`config.mk`:
```
export PLATFORM = sky130hd
export DESIGN_NAME = deq_ctrl
export DESIGN_NICKNAME = d
export VERILOG_FILES = /design/src/hw/rtl/deq_pkg.sv /design/src/hw/rtl/deq_ctrl.sv
export SDC_FILE = /design/constraint.sdc
export NUM_CORES = 1
export LEC_CHECK = 0
export BUFFER_PORTS_ARGS = -buffer_cell sky130_fd_sc_hd__buf_2
export CORE_AREA = 2 2 39 41
export DETAILED_ROUTE_END_ITERATION = 8
export DIE_AREA = 0 0 41 43
export GPL_ROUTABILITY_DRIVEN = 0
export HOLD_SLACK_MARGIN = 0.15
export SLEW_MARGIN = 10
export SYNTH_ARGS = -nofsm -noshare
export SYNTH_HDL_FRONTEND = slang
export SYNTH_SLANG_ARGS = --single-unit
export TNS_END_PERCENT = 100
```
`constraint.sdc`:
```
create_clock -name clk -period 0.9 [get_ports clk]
set_input_delay 0.135 -clock clk [delete_from_list [all_inputs] [get_ports clk]]
set_output_delay 0.135 -clock clk [all_outputs]
set_load 0.05 [all_outputs]
```
`src/hw/rtl/deq_pkg.sv`:
```
// Package for the double-ended queue: operation and status codes,
// fixed field widths and the controller/datapath command structs.
// No dependencies.
package deq_pkg;

  localparam int OP_W     = 3;
  localparam int DIN_W    = 32;
  localparam int DOUT_W   = 32;
  localparam int COUNT_W  = 11;
  localparam int STATUS_W = 2;

  typedef enum logic [OP_W-1:0] {
    OP_PUSH_HEAD = 3'd0,
    OP_PUSH_TAIL = 3'd1,
    OP_POP_HEAD  = 3'd2,
    OP_POP_TAIL  = 3'd3,
    OP_PEEK_HEAD = 3'd4,
    OP_PEEK_TAIL = 3'd5
  } op_t;

  typedef enum logic [STATUS_W-1:0] {
    ST_OK    = 2'd0,
    ST_FULL  = 2'd1,
    ST_EMPTY = 2'd2
  } status_t;

  // Datapath condition flags seen by the controller
  typedef struct packed {
    logic full;
    logic empty;
  } deq_flags_t;

  // One-cycle command issued by the controller when a beat is accepted
  typedef struct packed {
    logic    load;        // latch a new result
    logic    wr_en;       // write the pushed word
    logic    wr_at_head;  // write slot is before the head, else at the tail
    logic    rd_en;       // read a word into the result register
    logic    rd_at_tail;  // read slot is before the tail, else at the head
    logic    head_inc;
    logic    head_dec;
    logic    tail_inc;
    logic    tail_dec;
    logic    cnt_inc;
    logic    cnt_dec;
    status_t status;
  } deq_cmd_t;

endpackage

```
`src/hw/rtl/deq_ctrl.sv`:
```
// Controller for the double-ended queue: handshake state machine and
// operation decode into datapath commands. Depends on deq_pkg.
module deq_ctrl (
  input  logic                     clk,
  input  logic                     rst,
  input  logic                     req_valid,
  output logic                     req_ready,
  input  logic [deq_pkg::OP_W-1:0] operation,
  output logic                     rsp_valid,
  input  logic                     rsp_ready,
  input  deq_pkg::deq_flags_t      flags,
  output deq_pkg::deq_cmd_t        cmd
);
  import deq_pkg::*;

  typedef enum logic {
    S_IDLE,
    S_RESP
  } state_t;

  state_t state;
  logic   rdy;
  logic   vld;
  logic   accept;

  assign req_ready = rdy;
  assign rsp_valid = vld;
  assign accept    = req_valid && rdy;

  always_ff @(posedge clk) begin
    if (rst) begin
      state <= S_IDLE;
      rdy   <= 1'b1;
      vld   <= 1'b0;
    end else begin
      case (state)
        S_IDLE: begin
          if (accept) begin
            state <= S_RESP;
            rdy   <= 1'b0;
            vld   <= 1'b1;
          end
        end
        S_RESP: begin
          if (rsp_ready) begin
            state <= S_IDLE;
            rdy   <= 1'b1;
            vld   <= 1'b0;
          end
        end
        default: begin
          state <= S_IDLE;
          rdy   <= 1'b1;
          vld   <= 1'b0;
        end
      endcase
    end
  end

  // Decode the accepted beat; refused operations leave the queue and count unchanged
  always_comb begin
    cmd        = '0;
    cmd.status = ST_OK;
    if (accept) begin
      cmd.load = 1'b1;
      case (op_t'(operation))
        OP_PUSH_HEAD: begin
          if (flags.full) begin
            cmd.status = ST_FULL;
          end else begin
            cmd.wr_en      = 1'b1;
            cmd.wr_at_head = 1'b1;
            cmd.head_dec   = 1'b1;
            cmd.cnt_inc    = 1'b1;
          end
        end
        OP_PUSH_TAIL: begin
          if (flags.full) begin
            cmd.status = ST_FULL;
          end else begin
            cmd.wr_en    = 1'b1;
            cmd.tail_inc = 1'b1;
            cmd.cnt_inc  = 1'b1;
          end
        end
        OP_POP_HEAD: begin
          if (flags.empty) begin
            cmd.status = ST_EMPTY;
          end else begin
            cmd.rd_en    = 1'b1;
            cmd.head_inc = 1'b1;
            cmd.cnt_dec  = 1'b1;
          end
        end
        OP_POP_TAIL: begin
          if (flags.empty) begin
            cmd.status = ST_EMPTY;
          end else begin
            cmd.rd_en      = 1'b1;
            cmd.rd_at_tail = 1'b1;
            cmd.tail_dec   = 1'b1;
            cmd.cnt_dec    = 1'b1;
          end
        end
        OP_PEEK_HEAD: begin
          if (flags.empty) begin
            cmd.status = ST_EMPTY;
          end else begin
            cmd.rd_en = 1'b1;
          end
        end
        OP_PEEK_TAIL: begin
          if (flags.empty) begin
            cmd.status = ST_EMPTY;
          end else begin
            cmd.rd_en      = 1'b1;
            cmd.rd_at_tail = 1'b1;
          end
        end
        default: begin
          cmd.status = ST_OK;
        end
      endcase
    end
  end

endmodule

```
; Yosys cells after proc, flatten, opt, wreduce, memory -nomap -nowiden
; Index checks and enable logic that the tools add are counted.
; W data, S select, Z words.
[totals]
input_bits = 9
register_bits = 3
out_inout_bits = 15
wordCells = 46
[op_classes]
bitwise = 1
mux = 27
n_reduce_logical = 8
n_eq_ne = 7
[ops]
columns = op, count
row1 = $mux W1, 17
row2 = $mux W13, 1
row3 = $pmux W1 S2, 5
row4 = $reduce_or A2 Y1, 4
row5 = $eq A3 B2 Y1 const B, 2
row6 = $eq A3 B3 Y1 const B, 2
row7 = $mux W2, 3
row8 = $ne A2 B2 Y1 const B, 2
row9 = $pmux W2 S2, 1
row10 = $reduce_or A4 Y1, 1
row11 = $eq A3 B1 Y1 const B, 1
row12 = $logic_not A3 Y1, 1
row13 = $reduce_and A2 Y1, 1
row14 = $logic_and A1 B1 Y1, 1
row15 = $not A1 Y1, 1

; Longest topological paths before layout
[depth]
word_depth = 4
mapped_depth = 5
ltp_nobuf = 4

; Worst setup path after synthesis
; OpenSTA, ideal clock, no wires.
[synth_timing]
path_type = register -> output
start = register rdy (netlist: req_ready)
end = output cmd[10] in the netlist's numbering
path_buffers = 1
path_stages_with_launch = 4
arrival_ps = 2864
t_required_ps = 765
slack_ps = -2099
cell_sequence = dfxtp_1 > nand3b_2 > nor4_1 > buf_4
[synth_lines]
columns = item, line_no
row1 = start: declaration, deq_ctrl.sv:22  ; logic rdy;
row2 = start signal: assignment, deq_ctrl.sv:33  ; rdy <= 1'b1;
row3 = start signal: assignment, deq_ctrl.sv:40  ; rdy <= 1'b0;
row4 = start signal: assignment, deq_ctrl.sv:47  ; rdy <= 1'b1;
row5 = end: declaration, deq_ctrl.sv:12  ; output deq_pkg::deq_cmd_t cmd

==> results.md <==
- Run status: finished with violations
- Violated checks: negative setup slack
- Gr usage total: 12.6%
- Critical Path Start: req_ready$_SDFFE_PP1P_
- Number of pins with negative max-slew slack in the final report: 0
- Number of buffers inserted by port buffering: 23
- Flip-flop cell with the highest count after synthesis: dfxtp_1
- Leakage power total: 0.360 nW
- Class of the most critical setup path: reg2out
- Reg-to-Reg Start: req_ready$_SDFFE_PP1P_
- Unrepaired setup endpoints after global routing: true
- Count of pins on the block boundary: 24
- Synthesis-to-finish area growth: 152%
- Clock tree root driver cell: clkbuf_4
- CP Launch Type: flip-flop
- PwrDens: 1020 nW/um^2
- Actual transition at the worst max-transition pin: 0.270 ns
- Average vias per placed instance: 4.54
- Post-synthesis area per instance: 8.48 sq um
- Setup slack after layout: -0.469 ns
- Clock tree from TritonCTS: done
- Count of antenna diodes in the layout: 0
- Clock-pin slew reported for the worst setup and hold paths after clock tree synthesis: 0.04 ns
- Number of DRC violations after detailed routing: 0
- GR Overflow Total: 0
- Area enclosed by the die boundary: 1760 sq um
- Area after detailed placement: 592 sq um
- Number of H-tree levels: 1
- Proportion of layout cells with a drive suffix above 1: 78.1%
- Beginning of the worst hold path: rsp_ready
- Number of hold violations in the final report: 0
- Vias in the first global route: 396
- Tcrit/Tclk final: 152%
- Final-report setup violation count: 14
- Layout net count: 86
- Maximum operating frequency: 730 MHz
- Path category of the worst min-delay check: in2reg
- Detailed-routing iteration count for the pre-antenna-repair pass: 4
- Seq. cell area: 65.1 sq um
- Number of antenna violations at the first check in global routing: 0
- Most frequent standard cell in the layout excluding fill and tap cells: buf_4
- Post-synthesis sequential area ratio: 19.7%
- FILL cells: 116
- Final HPWL DP: 763 um
- Number of enable-type register cells in the synthesized netlist: 0
- Cell area after technology mapping: 305 sq um
- Global-route wire length before repair: 1500 um
- Total core area: 1380 sq um
- Number of distinct library cells after synthesis: 18
- Number of vias after detailed routing: 404
- Post-detailed-route count of antenna-violating nets: 0
- Cells after Synth: 36
- Most frequent cells in the layout: buf_4 (15), buf_6 (10), buf_2 (8)
- Area used by multi-input combinational logic: 337 sq um
- Highest ir drop seen on vdd: 0.000472 V
- Clock tree buffer depth: 2
- TritonCTS Sinks: 3
- Starting DRC count in detailed routing: 4
- Largest driver fanout on the critical path: 4
- Skew-Pair Late Insertion Delay: 0.24 ns
- Clk_skew: 0.000827 ns
- Arrival time reported for the critical path endpoint: 1.23 ns
- Final instance area: 768 sq um
- Routed wirelength normalized by instance count: 10.6 um
- Maximum number of pins on one net before global-route repair: 7
- Pwr Total: 782 uW
- Chip width: 41 um
- CTS buffer count: 3
- FFs w/ async S/R, synth: 0%
- Die height: 43 um
- Critical Path Sink Type: output port
- Initial standard-cell utilization of the core: 22.1%
- Number of violations of the max-capacitance limit: 0
- WP data required: 0.76 ns
- YS warnings: 0
- Yosys reg bits: 3
- Number of core rows: 14
- Final worst path period need: 1.37 ns
- Wire length reported by the detailed router: 943 um
- Net count after synthesis: 48
- Relative max-transition margin: 81.8%
[timing repair]
action	4_1_cts	5_1_grt
pin swaps	0	2
hold buffers	1	0
cloned	0	0
setup buffers	3	0
gates resized for setup	31	5
endpoints found under the hold margin	3	0
setup endpoints to repair	15	18
[metrics by stage]
step                setup slack (ns)  std cells  hold slack (ns)  setup TNS, ns  util, %
CTS                           -0.490         89            0.188          -5.62     54.2
floorplan                     -0.761         36            0.197          -5.49        -
global placement              -0.394         81            0.321          -3.51     42.8
detailed placement            -0.382         81            0.328          -3.63     42.8
global route                  -0.537         89            0.226          -6.24     55.5
finish                        -0.469         89            0.190          -5.39     55.5
[layout make-up]
cell class / count / share of cell area (%)
sequential: 3 / 8.47
timing repair buffer: 36 / 39.7
inverter: 4 / 1.95
multi-input combinational: 26 / 43.8
tap: 16 / 2.61
clock buffer: 4 / 3.42
[layer usage]
metal  vias to the layer above  track usage [%]  part of all wire (%)
li1                        197                -                     -
met1                       190             11.2                    33
met2                        17             23.8                    60
met3                         0             3.14                   7.1
met4                         0             6.00                     0
met5                         -                0                     0
[power breakdown]
group	internal, mW	total [mW]	switching (mW)
logic	0.165	0.378	0.212
clock network	0.167	0.245	0.0782
registers	0.147	0.160	0.0133
total	0.479	0.782	0.304
[worst max-delay path, stage by stage (launching register included)]
cell and delay [ns]:
dfxtp_4 0.36, nand3b_4 0.13, nor4_4 0.30, buf_6 0.21
[Yosys cell counts, drive strengths merged (2+ instances only)]
cell type / instances / area (sq um)
inv: 4 / 15.0
a21oi: 3 / 15.0
buf: 3 / 22.5
dfxtp: 3 / 60.1
ha: 3 / 37.5
nor2: 3 / 11.3
nor4b: 3 / 45.0
nand3: 2 / 10.0
nand3b: 2 / 18.8
nor3b: 2 / 15.0
nor4: 2 / 12.5
[flip-flops by register name, indices dropped and copies added (netlist names)]
name / count
rsp_valid: 1
state: 1
req_ready: 1
[cell families after synthesis]
kind of cell | count (synthesis) | synth area share, %
AND/OR/NAND/NOR | 17 | 42.2
buffers and inverters | 7 | 12.3
flip-flops | 3 | 19.7
adder cells (fa/ha/maj) | 3 | 12.3
AO/OA/AOI/OAI | 5 | 10.7
XOR/XNOR | 1 | 2.87
[worst paths after layout]
check        depth (start not counted)  slack [ns]                      to
min reg2reg                          2        0.54        state$_SDFF_PP0_
max reg2reg                          4        0.01  rsp_valid$_SDFFE_PP0P_
max                                  3       -0.47                 cmd[10]
min                                  3        0.19  req_ready$_SDFFE_PP1P_
(Power assumes the default switching activity.)
